## config.mk

```make
export PLATFORM = sky130hd
export DESIGN_NAME = fptw_ctrl
export DESIGN_NICKNAME = d
export VERILOG_FILES = /design/src/rtl/fptw_pkg.sv /design/src/rtl/fptw_ctrl.sv
export VERILOG_INCLUDE_DIRS = /design/src /design/src/rtl
export SDC_FILE = /design/constraint.sdc
export NUM_CORES = 1
export LEC_CHECK = 0
export BUFFER_PORTS_ARGS = -buffer_cell sky130_fd_sc_hd__buf_4
export CORE_AREA = 4 4 41 43
export CTS_CLUSTER_SIZE = 20
export DETAILED_ROUTE_END_ITERATION = 8
export DIE_AREA = 0 0 45 47
export GPL_TIMING_DRIVEN = 0
export PLACE_DENSITY = 0.59
export REMOVE_ABC_BUFFERS = 1
export SLEW_MARGIN = 15
export SYNTH_ARGS = -nofsm -noshare
export SYNTH_HDL_FRONTEND = slang
export SYNTH_SLANG_ARGS = --single-unit
```

## constraint.sdc

```tcl
create_clock -name clk_i -period 4.9 [get_ports clk_i]
set_clock_uncertainty 0.05 [all_clocks]
set_input_delay 0.98 -clock clk_i [delete_from_list [all_inputs] [get_ports clk_i]]
set_output_delay 0.98 -clock clk_i [all_outputs]
set_load 0.01 [all_outputs]
```

## src/rtl/four_level_page_table_walker_assert.svh

```systemverilog
// Assertion macros shared by the page table walker RTL.
// Depends on nothing; defining NO_ASSERTIONS turns every macro into an empty body.
`ifndef FOUR_LEVEL_PAGE_TABLE_WALKER_ASSERT_SVH
`define FOUR_LEVEL_PAGE_TABLE_WALKER_ASSERT_SVH

`ifndef NO_ASSERTIONS

// Property checked at every clock edge outside of reset.
`define FPTW_ASSERT(label, clk, rst_n, prop, msg) \
  label: assert property (@(posedge clk) disable iff (!rst_n) prop) else $error(msg);

// Property checked at every clock edge, reset included.
`define FPTW_ASSERT_ALWAYS(label, clk, prop, msg) \
  label: assert property (@(posedge clk) prop) else $error(msg);

`else

`define FPTW_ASSERT(label, clk, rst_n, prop, msg)
`define FPTW_ASSERT_ALWAYS(label, clk, prop, msg)

`endif

`endif

```

## src/rtl/fptw_pkg.sv

```systemverilog
// Shared constants, types and helper functions of the page table walker.
// Depends on nothing; the interfaces, controller, datapath and top refer to it by scoped names.
package fptw_pkg;

  // Table store geometry: frames of 512 64-bit words.
  localparam int unsigned TABLE_FRAMES_LOG2 = 6;
  localparam int unsigned TABLE_FRAMES      = 1 << TABLE_FRAMES_LOG2;
  localparam int unsigned TABLE_IDX_W       = 9;
  localparam int unsigned WORDS_PER_TABLE   = 1 << TABLE_IDX_W;
  localparam int unsigned STORE_WORDS       = TABLE_FRAMES * WORDS_PER_TABLE;
  localparam int unsigned FRAME_W           = TABLE_FRAMES_LOG2;
  localparam int unsigned STORE_ADDR_W      = FRAME_W + TABLE_IDX_W;

  // Field widths.
  localparam int unsigned ENTRY_W      = 64;
  localparam int unsigned VA_W         = 64;
  localparam int unsigned WORD_INDEX_W = 15;
  localparam int unsigned PA_W         = 52;
  localparam int unsigned ROOT_W       = 6;
  localparam int unsigned OFFSET_W     = 12;
  localparam int unsigned ENTRY_FRAME_W = PA_W - OFFSET_W;

  // Canonical check: bits CANON_LSB and above all zero or all one.
  localparam int unsigned CANON_LSB = 48;
  localparam int unsigned CANON_W   = VA_W - CANON_LSB;
  localparam logic [CANON_W-1:0] CANON_ONES = 16'hFFFF;

  // Entry bits.
  localparam int unsigned PRESENT_BIT = 0;

  // Item modes.
  localparam logic MODE_WRITE     = 1'b0;
  localparam logic MODE_TRANSLATE = 1'b1;

  // Configuration register map (index from byte address bit 2).
  localparam int unsigned APB_ADDR_W = 3;
  localparam int unsigned APB_DATA_W = 32;
  localparam logic REG_ROOT_TABLE_FRAME = 1'b0;

  // Walk levels: PML4, PDP, PD, PT.
  localparam int unsigned LEVEL_W = 2;
  localparam logic [LEVEL_W-1:0] LEVEL_PML4 = 2'd0;
  localparam logic [LEVEL_W-1:0] LEVEL_PDP  = 2'd1;
  localparam logic [LEVEL_W-1:0] LEVEL_PD   = 2'd2;
  localparam logic [LEVEL_W-1:0] LEVEL_PT   = 2'd3;

  typedef enum logic [1:0] {
    S_IDLE,
    S_ISSUE,
    S_WALK
  } state_e;

  typedef enum logic [1:0] {
    ADDR_WRITE,
    ADDR_ROOT,
    ADDR_NEXT
  } addr_sel_e;

  // Controller to datapath.
  typedef struct packed {
    logic                ram_we;
    logic                ram_re;
    addr_sel_e           addr_sel;
    logic [LEVEL_W-1:0]  level;
    logic                load_va;
    logic                emit;
    logic                emit_ok;
  } cmd_t;

  // Datapath to controller.
  typedef struct packed {
    logic canonical;
    logic present;
    logic slot_free;
  } sts_t;

  // Nine-bit table index of the virtual address for a walk level.
  function automatic logic [TABLE_IDX_W-1:0] va_index(input logic [VA_W-1:0] va,
                                                      input logic [LEVEL_W-1:0] level);
    logic [TABLE_IDX_W-1:0] idx;
    case (level)
      LEVEL_PML4: idx = va[47:39];
      LEVEL_PDP:  idx = va[38:30];
      LEVEL_PD:   idx = va[29:21];
      default:    idx = va[20:12];
    endcase
    return idx;
  endfunction

  // Frame number reduced to the store: modulo a power of two is a mask.
  function automatic logic [FRAME_W-1:0] store_frame(input logic [ENTRY_FRAME_W-1:0] frame);
    return frame[FRAME_W-1:0];
  endfunction

endpackage

```

## src/rtl/fptw_ctrl.sv

```systemverilog
// Walk controller: sequences store writes, the four table reads and result issue.
// Depends on fptw_pkg and four_level_page_table_walker_assert.svh.
`include "four_level_page_table_walker_assert.svh"

module fptw_ctrl (
  input  logic            clk_i,
  input  logic            rst_ni,
  input  logic            item_valid_i,
  input  logic            item_mode_i,
  output logic            item_ready_o,
  input  fptw_pkg::sts_t  sts_i,
  output fptw_pkg::cmd_t  cmd_o
);

  fptw_pkg::state_e                 state_q, state_d;
  logic [fptw_pkg::LEVEL_W-1:0]     level_q, level_d;

  always_ff @(posedge clk_i or negedge rst_ni) begin
    if (!rst_ni) begin
      state_q <= fptw_pkg::S_IDLE;
      level_q <= fptw_pkg::LEVEL_PML4;
    end else begin
      state_q <= state_d;
      level_q <= level_d;
    end
  end

  always_comb begin
    state_d         = state_q;
    level_d         = level_q;
    item_ready_o    = 1'b0;
    cmd_o           = '0;
    cmd_o.addr_sel  = fptw_pkg::ADDR_WRITE;
    cmd_o.level     = level_q;

    unique case (state_q)
      fptw_pkg::S_IDLE: begin
        item_ready_o = 1'b1;
        if (item_valid_i) begin
          if (item_mode_i == fptw_pkg::MODE_WRITE) begin
            cmd_o.ram_we = 1'b1;
          end else begin
            cmd_o.load_va = 1'b1;
            state_d       = fptw_pkg::S_ISSUE;
          end
        end
      end

      fptw_pkg::S_ISSUE: begin
        if (!sts_i.canonical) begin
          // Fault without touching the store; hold until the result slot frees.
          if (sts_i.slot_free) begin
            cmd_o.emit = 1'b1;
            state_d    = fptw_pkg::S_IDLE;
          end
        end else begin
          cmd_o.ram_re   = 1'b1;
          cmd_o.addr_sel = fptw_pkg::ADDR_ROOT;
          cmd_o.level    = fptw_pkg::LEVEL_PML4;
          level_d        = fptw_pkg::LEVEL_PML4;
          state_d        = fptw_pkg::S_WALK;
        end
      end

      fptw_pkg::S_WALK: begin
        if (!sts_i.present || level_q == fptw_pkg::LEVEL_PT) begin
          if (sts_i.slot_free) begin
            cmd_o.emit    = 1'b1;
            cmd_o.emit_ok = sts_i.present;
            state_d       = fptw_pkg::S_IDLE;
          end
        end else begin
          // Chain the next read straight off the entry just read.
          cmd_o.ram_re   = 1'b1;
          cmd_o.addr_sel = fptw_pkg::ADDR_NEXT;
          cmd_o.level    = level_q + 2'd1;
          level_d        = level_q + 2'd1;
        end
      end

      default: begin
        state_d = fptw_pkg::S_IDLE;
      end
    endcase
  end

  `FPTW_ASSERT(a_emit_needs_slot, clk_i, rst_ni, cmd_o.emit |-> sts_i.slot_free, "result issued into a full slot")
  `FPTW_ASSERT(a_ok_only_at_leaf, clk_i, rst_ni, (cmd_o.emit && cmd_o.emit_ok) |-> (state_q == fptw_pkg::S_WALK && level_q == fptw_pkg::LEVEL_PT && sts_i.present), "success issued before the leaf level")
  `FPTW_ASSERT(a_read_then_walk, clk_i, rst_ni, cmd_o.ram_re |=> (state_q == fptw_pkg::S_WALK && level_q == $past(cmd_o.level)), "table read not followed by its check")
  `FPTW_ASSERT(a_no_rw_clash, clk_i, rst_ni, !(cmd_o.ram_we && (cmd_o.ram_re || state_q != fptw_pkg::S_IDLE)), "store write outside idle or alongside a read")

endmodule

```

==> run_results.csv <==
group,metric,value,unit
status,run_status,"finished, final reports clean",
detailed_routing,wl_per_cell,11.01,um
setup_path,r2r-start,"state_q[0]",
clocking,cts-root-buf,"clkbuf_4",
clocking,hold_buffers,0,
logic_synthesis,synth_cell_types,24,
timing,setup-tns-final,0,ns
placement,dp_hpwl,749.8,um
clocking,cts_buffer_depth,2,
timing,finalCriticalPeriod,2.817,ns
detailed_routing,first_pass_iters,4,
logic_synthesis,synth_warnings,0,
clocking,numCtsBuffers,3,
global_route,grt_max_degree,9,
pwr,p_leak,0.2974,nW
setup_path,crit_fanout,8,
logic_synthesis,netlist_area,407.9,sq um
clocking,clock_sinks,4,
detailed_routing,routed_wl,881,um
timing,setup_viol,0,
detailed_routing,ant_nets,0,
global_route,grt_usage,9.120,%
timing,min_period_over_period,57.48,%
setup_path,endpoint_kind,"primary output",
setup_path,ff2ff_path_depth,6,
timing,worst_slew_pin_slew,0.3488,ns
floorplan,dieArea,2115,sq um
placement,dp_slack,2.091,ns
timing,timing.fmax,355.0,MHz
placement,io_buffers,16,
final_layout,instances_no_fill,80,
clocking,cts_tree,"yes",
placement,globalplace.congestion,0.7501,
setup_path,arrival,1.79,ns
timing,slew_violations,0,
placement,dp.cells,77,
floorplan,rows,13,
detailed_routing,drc,0,
final_layout,fin_area,569.3,sq um
logic_synthesis,yosysSeqAreaShare,24.54,%
setup_path,rr_endpoint,"state_q[0]",
logic_synthesis,avgSynthCellArea,8.867,sq um
pwr,powerDensity,487.3,nW/um^2
final_layout,drive_gt1_share,38.46,%
final_layout,fillerInstances,133,
clocking,post_cts_buffers,0,
clocking,h-tree-depth,1,
global_route,grt_util_met1,13.10,%
final_layout,diodes,0,
floorplan,coreArea,1301,sq um
clocking,clk_pin_slew,0.03,ns
clocking,postCtsResizedCells,0,
global_route,grt_pass1_vias,343,
logic_synthesis,syn-instance-count,46,
final_layout,area_delta_synth_final,39.57,%
worst_hold_path,hold_path_class,"input pin to asynchronous set/reset pin",
job,maxCapViolCount,0,
global_route,antenna_found_initial,0,
global_route,grt_remaining_overflow,0,
floorplan,io_pins,17,
pwr,peakVddDrop,0.2785,mV
logic_synthesis,ys_seq_elements,4,
final_layout,final_util,43.75,%
setup_path,critPathKind,"flip-flop to primary output",
floorplan,die_w,45,um
timing,grt_setup_unrepaired,"no",
timing,hold_viol_final,0,
timing,layout_setup_ws,2.083,ns
setup_path,worst_setup_path_start_kind,"flip-flop",
detailed_routing,vias,400,
global_route,gr-max-usage-layer,"met1",
setup_path,r2r_slack,3.29,ns
detailed_routing,viasPerCell,5.000,
global_route,grtUsageMet3,0.3831,%
setup_path,worst_ep_required_time,3.87,ns
placement,place_area,546.8,sq um
final_layout,nNetsFinal,79,
clocking,clk_latency,0.23,ns
floorplan,fp.dieH,47,um
timing,max_slew_margin,76.75,%
detailed_routing,drt-initial-drc-count,5,
global_route,use_met2,12.71,%
global_route,grt_pass1_wl,1414,um
floorplan,initial_core_util,31.35,%
## Yosys cell counts
| cell type | instances | area, sq um |
|---|---|---|
| nor4b_1 | 1 | 8.760 |
| a31oi_1 | 1 | 6.260 |
| or2_1 | 1 | 6.260 |
| nor2_1 | 5 | 18.77 |
| nand2_4 | 1 | 11.26 |
| o21ai_0 | 2 | 10.01 |
| nand2b_1 | 1 | 6.260 |
| a21oi_2 | 1 | 8.760 |
| a32o_2 | 1 | 11.26 |
| a32o_1 | 1 | 10.01 |
| a21o_1 | 1 | 7.510 |
| a2bb2oi_2 | 1 | 15.01 |
| dfrtp_1 | 4 | 100.1 |
| and3_1 | 2 | 12.51 |
| and2b_1 | 1 | 7.510 |
| nand2_1 | 7 | 26.28 |
| inv_1 | 3 | 11.26 |
| o31ai_1 | 1 | 7.510 |
| o21ai_1 | 2 | 10.01 |
| nor3b_4 | 1 | 18.77 |
| nand2b_4 | 1 | 13.76 |
| ha_1 | 5 | 62.56 |
| a22o_1 | 1 | 8.760 |
| o2111ai_1 | 1 | 8.760 |
## layout by cell type, fill, tap and decap left out, types with 2 or more instances in the layout
cell and n:
ha_1 5, inv_1 3, o21ai_1 2, nand2_1 7
o21ai_0 2, and3_1 2, clkbuf_4 3, buf_4 16
dfrtp_1 4, nor2_1 5
## sequential cells by signal (all words and copies together) (netlist names)
signal   cells
state_q      2
level_q      2
## worst max-delay path by stage
stage                           from  endpoint  slack (ns)  cells past startpoint
after global routing      state_q[0]  cmd_o[3]        1.95                      7
after floorplan             sts_i[1]  cmd_o[3]        2.28                      4
final                     state_q[0]  cmd_o[3]        2.08                      7
after detailed placement    sts_i[2]  cmd_o[3]        2.09                      5
after global placement      sts_i[2]  cmd_o[3]        2.10                      5
after CTS                 state_q[0]  cmd_o[3]        2.05                      7
## per-stage QoR
step                      total power [W]  hold WS, ns
after floorplan                 0.0001785       0.4638
after global placement          0.0002378       0.5015
after detailed placement        0.0002404       0.5001
after CTS                       0.0002824       0.4757
after global routing            0.0003056       0.4781
final                           0.0002774       0.4866
## kinds of logic after synthesis
| group | count (synthesis) | synth area share [%] |
|---|---|---|
| simple gates | 21 | 31.91 |
| compound gates | 13 | 25.46 |
| fa+ha+maj | 5 | 15.34 |
| flops | 4 | 24.54 |
| buf+inv | 3 | 2.761 |
## power by group
part	internal (W)	switching [W]
logic	0.0000861	0.0000949
registers	0.0000451	0.0000127
clock network	0.0000272	0.0000114
total	0.000158	0.000119
## metal layers
layer | share of wire [%] | wire (um)
met1 | 47 | 412
met2 | 45 | 399
met3 | 7.8 | 69
met4 | 0 | 0
met5 | 0 | 0
## worst max-delay path, cell delays in order, from the launching register on
cell     delay (ns)
dfrtp_1        0.40
inv_1          0.10
ha_1           0.37
nand2_4        0.11
nor3b_4        0.23
nor2_1         0.06
a31oi_1        0.15
buf_4          0.14
## cell type report
| class | instances | area (sq um) | share of cell area, % |
|---|---|---|---|
| Clock buffer | 3 | 22.52 | 3.956 |
| Inverter | 3 | 11.26 | 1.978 |
| Multi-Input combinational cell | 39 | 296.5 | 52.09 |
| Sequential cell | 4 | 100.1 | 17.58 |
| Tap cell | 15 | 18.77 | 3.297 |
| Timing Repair Buffer | 16 | 120.1 | 21.10 |
Note: power is estimated with default switching activity, not from simulation.
